===== src/rtl/core/htdp_pkg.sv =====
// Shared types for the hull-trick dp engine.
// No dependencies; used by htdp_ctrl, htdp_dpath and the top level.
`timescale 1ns / 1ps
`default_nettype none
package htdp_pkg;

  typedef enum logic [3:0] {
    ST_IDLE,
    ST_SRCH_RD,
    ST_SRCH_WT,
    ST_SRCH_EV,
    ST_EVAL,
    ST_DP,
    ST_TOP_RD,
    ST_TOP_WT,
    ST_TOP_HI,
    ST_TOP_EV,
    ST_PUSH,
    ST_OUT
  } state_t;

  typedef struct packed {
    logic clear;
    logic load;
    logic srch_init;
    logic srch_rd;
    logic srch_step;
    logic lo_rd;
    logic eval;
    logic dp;
    logic top_rd;
    logic top_ev;
    logic top_hi;
    logic pop;
    logic push;
    logic push_base;
    logic set_ovf;
    logic emit;
  } cmd_t;

  typedef struct packed {
    logic srch_done;
    logic slope_low;
    logic survives;
    logic slope_eq;
    logic cnt_zero;
    logic cnt_full;
  } stat_t;

endpackage
`default_nettype wire


===== src/rtl/core/htdp_ctrl.sv =====
// Sequencer for search, evaluation, pop and push of one word.
// Depends on htdp_pkg.
`timescale 1ns / 1ps
`default_nettype none
module htdp_ctrl (
  input  wire logic            clk,
  input  wire logic            rst_n,
  input  wire logic            in_valid,
  output logic                 in_ready,
  input  wire logic            in_first,
  output logic                 out_valid,
  input  wire logic            out_ready,
  input  wire htdp_pkg::stat_t st,
  output htdp_pkg::cmd_t       cmd
);
  htdp_pkg::state_t state_r, state_nxt;
  logic busy;
  logic out_valid_r, out_valid_nxt;

  always_ff @(posedge clk) begin
    if (!rst_n) begin
      state_r     <= htdp_pkg::ST_IDLE;
      out_valid_r <= 1'b0;
    end else begin
      state_r     <= state_nxt;
      out_valid_r <= out_valid_nxt;
    end
  end

  always_comb begin
    state_nxt = state_r;
    out_valid_nxt = out_valid_r && !out_ready;
    cmd = '0;
    busy = 1'b1;
    case (state_r)
      htdp_pkg::ST_IDLE: begin
        busy = !rst_n;
        if (in_valid && rst_n) begin
          cmd.load = 1'b1;
          cmd.clear = in_first;
          state_nxt = htdp_pkg::ST_SRCH_RD;
        end
      end
      htdp_pkg::ST_SRCH_RD: begin
        cmd.srch_init = 1'b1;
        state_nxt = htdp_pkg::ST_SRCH_WT;
      end
      htdp_pkg::ST_SRCH_WT: begin
        if (st.srch_done) begin
          cmd.lo_rd = 1'b1;
          state_nxt = htdp_pkg::ST_EVAL;
        end else begin
          cmd.srch_rd = 1'b1;
          state_nxt = htdp_pkg::ST_SRCH_EV;
        end
      end
      htdp_pkg::ST_SRCH_EV: begin
        cmd.srch_step = 1'b1;
        state_nxt = htdp_pkg::ST_SRCH_WT;
      end
      htdp_pkg::ST_EVAL: begin
        cmd.eval = 1'b1;
        state_nxt = htdp_pkg::ST_DP;
      end
      htdp_pkg::ST_DP: begin
        cmd.dp = 1'b1;
        state_nxt = htdp_pkg::ST_TOP_RD;
      end
      htdp_pkg::ST_TOP_RD: begin
        cmd.top_rd = 1'b1;
        state_nxt = htdp_pkg::ST_TOP_WT;
      end
      htdp_pkg::ST_TOP_WT: begin
        if (st.slope_low) state_nxt = htdp_pkg::ST_OUT;
        else begin
          cmd.top_ev = 1'b1;
          state_nxt = htdp_pkg::ST_TOP_HI;
        end
      end
      htdp_pkg::ST_TOP_HI: begin
        cmd.top_hi = 1'b1;
        state_nxt = htdp_pkg::ST_TOP_EV;
      end
      htdp_pkg::ST_TOP_EV: begin
        if (st.survives) begin
          if (st.slope_eq) state_nxt = htdp_pkg::ST_OUT;
          else if (st.cnt_full) begin
            cmd.set_ovf = 1'b1;
            state_nxt = htdp_pkg::ST_OUT;
          end else state_nxt = htdp_pkg::ST_PUSH;
        end else if (st.cnt_zero) begin
          cmd.push_base = 1'b1;
          state_nxt = htdp_pkg::ST_OUT;
        end else begin
          cmd.pop = 1'b1;
          state_nxt = htdp_pkg::ST_TOP_RD;
        end
      end
      htdp_pkg::ST_PUSH: begin
        cmd.push = 1'b1;
        state_nxt = htdp_pkg::ST_OUT;
      end
      htdp_pkg::ST_OUT: begin
        if (!out_valid_r || out_ready) begin
          cmd.emit = 1'b1;
          out_valid_nxt = 1'b1;
          state_nxt = htdp_pkg::ST_IDLE;
        end
      end
      default: state_nxt = htdp_pkg::ST_IDLE;
    endcase
  end

  assign in_ready  = !busy;
  assign out_valid = out_valid_r;
endmodule
`default_nettype wire


===== config.mk =====
export PLATFORM = sky130hd
export DESIGN_NAME = htdp_ctrl
export DESIGN_NICKNAME = d
export VERILOG_FILES = /design/src/rtl/core/htdp_pkg.sv /design/src/rtl/core/htdp_ctrl.sv
export SDC_FILE = /design/constraint.sdc
export NUM_CORES = 1
export LEC_CHECK = 0
export BUFFER_PORTS_ARGS = -buffer_cell sky130_fd_sc_hd__clkbuf_2
export CORE_AREA = 10 10 47 49
export CTS_BUF_LIST = sky130_fd_sc_hd__clkbuf_16
export DETAILED_ROUTE_END_ITERATION = 6
export DIE_AREA = 0 0 57 59
export PLACE_DENSITY_LB_ADDON = 0.3
export SLEW_MARGIN = 40
export SYNTH_ARGS = -nofsm -noshare
export SYNTH_HDL_FRONTEND = slang
export SYNTH_SLANG_ARGS = --single-unit

===== constraint.sdc =====
create_clock -name clk -period 1.58 [get_ports clk]
set_clock_uncertainty 0.2 [all_clocks]
set_input_delay 0.237 -clock clk [delete_from_list [all_inputs] [get_ports clk]]
set_output_delay 0.237 -clock clk [all_outputs]
set_load 0.1 [all_outputs]

==> results of run 1 <==
[kinds of logic after synthesis]
kind of cell           after synthesis
AOI/OAI and AO/OA                   17
buffers and inverters                9
DFF                                  5
and+or+nand+nor                     36
[stage by stage]
stage	hold slack [ns]	cells	setup slack, ns
2_1_floorplan	0.154	67	-0.580
3_3_place_gp	0.322	131	-0.0242
3_5_place_dp	0.339	131	-0.0790
==> run_summary.xml, run 1 <==
<?xml version="1.0" encoding="UTF-8"?>
<metrics>
  <group name="outcome">
    <metric name="outcome" unit="">stopped before the end</metric>
    <metric name="outcome.stop_stage" unit="">4_1_cts</metric>
    <metric name="toolErrorMsg" unit="">[ERROR DPL-0038] Utilization greater than 100%, impossible to legalize</metric>
  </group>
  <group name="synth">
    <metric name="ys.warnings.count" unit="">0</metric>
    <metric name="synth_xor_area_frac" unit="">0</metric>
    <metric name="syn-num-nets" unit="">78</metric>
    <metric name="yosysSeqAreaShare" unit="">0.206</metric>
    <metric name="most_frequent_cells_after_synthesis" unit="">sky130_fd_sc_hd__nor3_1 (8), sky130_fd_sc_hd__dfxtp_1 (5), sky130_fd_sc_hd__nand2b_1 (5), sky130_fd_sc_hd__nor2_1 (5), sky130_fd_sc_hd__o21a_1 (4)</metric>
    <metric name="synth_area" unit="um^2">487</metric>
    <metric name="synth_top_family_by_area" unit="">simple AND/OR/NAND/NOR gates</metric>
    <metric name="synth-async-reset-ratio" unit="">0</metric>
    <metric name="synth_most_common_cell" unit="">sky130_fd_sc_hd__nor3_1</metric>
    <metric name="synth-adder-area-share" unit="">0</metric>
    <metric name="edff_count_synth" unit="">0</metric>
    <metric name="synth_top_cell_by_area" unit="">sky130_fd_sc_hd__dfxtp_1</metric>
    <metric name="synth_top_flop_cell" unit="">sky130_fd_sc_hd__dfxtp_1</metric>
    <metric name="yosysUniqueCellTypes" unit="">33</metric>
    <metric name="yosys-mux-area-fraction" unit="">0</metric>
    <metric name="ys_ff_latch" unit="">5</metric>
    <metric name="synth_simple_gate_area_frac" unit="">0.440</metric>
    <metric name="synth_top_area_share" unit="">0.206</metric>
    <metric name="synth_compound_area_frac" unit="">0.270</metric>
    <metric name="post_syn_area_per_cell" unit="um^2">7.26</metric>
    <metric name="synth_area_leaders" unit="">sky130_fd_sc_hd__dfxtp_1 (21%), sky130_fd_sc_hd__nor3_1 (8.2%), sky130_fd_sc_hd__nand2b_1 (6.4%)</metric>
    <metric name="synthCells" unit="">67</metric>
  </group>
  <group name="floorplan">
    <metric name="rows" unit="">14</metric>
    <metric name="die-width" unit="um">57</metric>
    <metric name="floorplan.io_pins" unit="">29</metric>
    <metric name="die_h" unit="um">59</metric>
    <metric name="initial_core_utilization" unit="">0.347</metric>
  </group>
  <group name="clock_network">
    <metric name="post_cts_resized" unit="">21</metric>
    <metric name="post_cts.repair.setup_buffers" unit="">8</metric>
    <metric name="clk_root_buffer_cell" unit="">sky130_fd_sc_hd__clkbuf_16</metric>
    <metric name="clock_path_buffers" unit="">2</metric>
    <metric name="post_cts_hold_buffer_count" unit="">0</metric>
    <metric name="tritoncts.num_buffers" unit="">3</metric>
    <metric name="clock_sink_count" unit="">5</metric>
    <metric name="cts_htree_levels" unit="">1</metric>
  </group>
  <group name="placed_design">
    <metric name="routabilityCongestion" unit="">0.821</metric>
    <metric name="place.port_buffers" unit="">28</metric>
    <metric name="dpl-instance-area" unit="um^2">1280</metric>
    <metric name="final_hpwl_from_detailed_placement" unit="um">1990</metric>
  </group>
</metrics>
==> run 2: changes to the inputs <==
--- a/config.mk
+++ b/config.mk
@@ -6,11 +6,10 @@
 export NUM_CORES = 1
 export LEC_CHECK = 0
 export BUFFER_PORTS_ARGS = -buffer_cell sky130_fd_sc_hd__clkbuf_2
-export CORE_AREA = 10 10 47 49
-export CTS_BUF_LIST = sky130_fd_sc_hd__clkbuf_16
+export CORE_AREA = 10 10 71 73
 export DETAILED_ROUTE_END_ITERATION = 6
-export DIE_AREA = 0 0 57 59
-export PLACE_DENSITY_LB_ADDON = 0.3
+export DIE_AREA = 0 0 81 83
+export PLACE_DENSITY_LB_ADDON = 0.15
 export SLEW_MARGIN = 40
 export SYNTH_ARGS = -nofsm -noshare
 export SYNTH_HDL_FRONTEND = slang
==> run_summary.xml, run 2 <==
<?xml version="1.0" encoding="UTF-8"?>
<metrics>
  <group name="grt">
    <metric name="grt_max_degree" unit="">12</metric>
    <metric name="grt-ovfl-total" unit="">0</metric>
    <metric name="grt_pass1_vias" unit="">767</metric>
    <metric name="initial_antenna_violation_count" unit="">0</metric>
    <metric name="grt_use_total" unit="">0.0691</metric>
    <metric name="first_pass_grt_wire_length" unit="um">3710</metric>
  </group>
  <group name="critical_path">
    <metric name="crit_chain" unit="">nor4_4 &gt; and3_4 &gt; and2_4 &gt; buf_12</metric>
    <metric name="max_fanout_on_critical_path" unit="">4</metric>
    <metric name="critical-path-max-stage-delay" unit="ns">0.36</metric>
    <metric name="crit_required" unit="ns">1.14</metric>
    <metric name="worst-setup-path-type" unit="">reg2out</metric>
    <metric name="crit_path_top_delay_cell" unit="">sky130_fd_sc_hd__dfxtp_4</metric>
    <metric name="worst-endpoint-arrival" unit="ns">1.40</metric>
    <metric name="cpLargestDelayFamily" unit="">simple AND/OR/NAND/NOR gates</metric>
    <metric name="setup.worst_path.start_class" unit="">flop</metric>
    <metric name="buffering_stage_count_on_the_worst_path_with_inverters_included" unit="">1</metric>
    <metric name="cp-end-kind" unit="">output pin</metric>
  </group>
  <group name="synth">
    <metric name="most_frequent_cells_after_synthesis" unit="">sky130_fd_sc_hd__nor3_1 (8), sky130_fd_sc_hd__dfxtp_1 (5), sky130_fd_sc_hd__nand2b_1 (5), sky130_fd_sc_hd__nor2_1 (5), sky130_fd_sc_hd__o21a_1 (4)</metric>
    <metric name="synthCells" unit="">67</metric>
    <metric name="synth_top_area_share" unit="">0.206</metric>
    <metric name="ys.warnings.count" unit="">0</metric>
    <metric name="synth_area_leaders" unit="">sky130_fd_sc_hd__dfxtp_1 (21%), sky130_fd_sc_hd__nor3_1 (8.2%), sky130_fd_sc_hd__nand2b_1 (6.4%)</metric>
    <metric name="synth_area" unit="um^2">487</metric>
    <metric name="synth_top_flop_cell" unit="">sky130_fd_sc_hd__dfxtp_1</metric>
    <metric name="ys_ff_latch" unit="">5</metric>
    <metric name="post_syn_area_per_cell" unit="um^2">7.26</metric>
    <metric name="synth_most_common_cell" unit="">sky130_fd_sc_hd__nor3_1</metric>
    <metric name="yosysUniqueCellTypes" unit="">33</metric>
    <metric name="syn-num-nets" unit="">78</metric>
    <metric name="yosysSeqAreaShare" unit="">0.206</metric>
    <metric name="synth-async-reset-ratio" unit="">0</metric>
    <metric name="synth_top_cell_by_area" unit="">sky130_fd_sc_hd__dfxtp_1</metric>
    <metric name="edff_count_synth" unit="">0</metric>
  </group>
  <group name="min_path">
    <metric name="holdCritPathClass" unit="">in2reg</metric>
  </group>
  <group name="route">
    <metric name="detailedRoute.firstIterationViolations" unit="">21</metric>
    <metric name="vias_per_cell" unit="">4.18</metric>
    <metric name="dr_total_vias" unit="">757</metric>
    <metric name="route.final.wire_length" unit="um">2460</metric>
    <metric name="post-route-drc-count" unit="">0</metric>
    <metric name="firstDrtPassIters" unit="">4</metric>
    <metric name="drt-wirelength-per-cell" unit="um">13.6</metric>
    <metric name="drtAntennaViolNets" unit="">0</metric>
  </group>
  <group name="cells_and_area">
    <metric name="layout-area-overhead-vs-synth" unit="%">233</metric>
    <metric name="filler_cell_count" unit="">358</metric>
    <metric name="final_core_util" unit="">0.446</metric>
    <metric name="nets" unit="">145</metric>
    <metric name="largest_reg_flops" unit="">4</metric>
    <metric name="most-common-layout-cells" unit="">sky130_fd_sc_hd__buf_4 (21), sky130_fd_sc_hd__buf_12 (20), sky130_fd_sc_hd__buf_6 (16), sky130_fd_sc_hd__clkbuf_2 (10), sky130_fd_sc_hd__nor3_4 (7)</metric>
    <metric name="antenna_cells_inserted" unit="">0</metric>
    <metric name="post_route_cells_drive_above_1_share" unit="">0.774</metric>
    <metric name="top_register" unit="">state_r</metric>
    <metric name="mostFrequentLayoutCell" unit="">sky130_fd_sc_hd__buf_4</metric>
  </group>
  <group name="clock_network">
    <metric name="tritoncts" unit="">done</metric>
    <metric name="clk_lat_worst_skew" unit="ns">0.23</metric>
    <metric name="clock_path_buffers" unit="">2</metric>
    <metric name="cts_htree_levels" unit="">1</metric>
    <metric name="cts.clk_slew.worst_paths" unit="ns">0.04</metric>
    <metric name="clock_sink_count" unit="">5</metric>
    <metric name="tritoncts.num_buffers" unit="">3</metric>
    <metric name="clk_root_buffer_cell" unit="">sky130_fd_sc_hd__clkbuf_8</metric>
  </group>
  <group name="timing">
    <metric name="timing.final.max_slew_violations" unit="">0</metric>
    <metric name="totalNegativeSetupSlack" unit="ns">-2.98</metric>
    <metric name="tightest_slew" unit="ns">0.341</metric>
    <metric name="maxClockFrequency" unit="MHz">543</metric>
    <metric name="finish_stage_setup_viols" unit="">19</metric>
    <metric name="post-route-min-period" unit="ns">1.84</metric>
    <metric name="hold_viol_final" unit="">0</metric>
    <metric name="slew_headroom" unit="">0.773</metric>
    <metric name="grt_setup_unrepaired" unit="">yes</metric>
    <metric name="final_critical_path_setup_slack" unit="ns">-0.260</metric>
    <metric name="final.period_utilization" unit="">1.16</metric>
  </group>
  <group name="floorplan">
    <metric name="design.core.area" unit="um^2">3630</metric>
    <metric name="total_die_area" unit="um^2">6720</metric>
    <metric name="floorplan.io_pins" unit="">29</metric>
    <metric name="die-width" unit="um">81</metric>
    <metric name="rows" unit="">22</metric>
    <metric name="initial_core_utilization" unit="">0.134</metric>
    <metric name="die_h" unit="um">83</metric>
  </group>
  <group name="outcome">
    <metric name="outcome" unit="">complete, but fails checks</metric>
    <metric name="failed_checks" unit="">negative setup slack</metric>
  </group>
  <group name="pwr">
    <metric name="pwr_density_cell" unit="nW/um^2">841</metric>
    <metric name="design_power_total" unit="mW">1.36</metric>
    <metric name="vdd_ir_drop_max" unit="uV">253</metric>
    <metric name="leakagePower" unit="nW">0.640</metric>
  </group>
  <group name="job">
    <metric name="max-cap-violations" unit="">0</metric>
  </group>
  <group name="placed_design">
    <metric name="placement.setup.worst_slack" unit="ns">-0.0744</metric>
    <metric name="place.port_buffers" unit="">28</metric>
    <metric name="routabilityCongestion" unit="">0.770</metric>
    <metric name="final_hpwl_from_detailed_placement" unit="um">1840</metric>
  </group>
</metrics>
==> run 2: cells by family (layout without fill, tap and decap cells) <==
family / count (synthesis) / in the layout / synth area share
AOI/OAI and AO/OA: 17 / 17 / 0.270
buffers and inverters: 9 / 75 / 0.0848
DFF: 5 / 5 / 0.206
and+or+nand+nor: 36 / 36 / 0.440
==> run 2: area by class of cell <==
cell class                      count  area, um^2  share of cell area
Timing Repair Buffer               67         788               0.487
Sequential cell                     5         119              0.0734
Tap cell                           48        60.1              0.0371
Inverter                            4        20.0              0.0124
Multi-Input combinational cell     53         587               0.362
Clock buffer                        4        45.0              0.0278
==> run 2: timing repair <==
| item | in CTS | in global routing |
|---|---|---|
| hold buffers | 0 | 0 |
| pin swaps | 17 | 14 |
| gates resized for setup | 18 | 19 |
| setup buffers | 7 | 10 |
| endpoints found under the setup margin | 19 | 20 |
==> run 2: path summary, 6_finish.rpt <==
check,startpoint,endpoint,slack (ns),cells past startpoint
min,rst_n,state_r[1],0.11,2
min reg2reg,state_r[3],state_r[0],0.42,2
max,state_r[1],cmd[15],-0.26,4
max reg2reg,state_r[0],state_r[1],-0.10,7
==> run 2: layer usage <==
| layer | routed length [um] | share of wire | GRT usage |
|---|---|---|---|
| met1 | 877 | 0.36 | 0.0651 |
| met5 | 0 | 0 | 0 |
| met3 | 104 | 0.042 | 0.0205 |
| met4 | 42 | 0.017 | 0.0329 |
| met2 | 1440 | 0.58 | 0.129 |
==> run 2: through the flow <==
step	cells	hold WS, ns	cell area (um^2)
floorplan	67	0.154	714
global placement	162	0.343	1300
detailed placement	162	0.346	1300
CTS	173	0.112	1470
global route	181	0.135	1620
finish	181	0.113	1620
==> run 2: power by group <==
group / internal, mW / switching (mW) / total (mW)
Sequential: 0.143 / 0.0278 / 0.171
Clock: 0.173 / 0.0662 / 0.240
Combinational: 0.449 / 0.502 / 0.952
==> run 2: worst reg2reg max path: cells and delay by family (launching register included) <==
family                 cells  cell delay, ns
flip-flops                 1            0.38
buffers and inverters      5            0.53
AO/OA/AOI/OAI              2            0.50
Note: power is estimated with default switching activity, not from simulation.
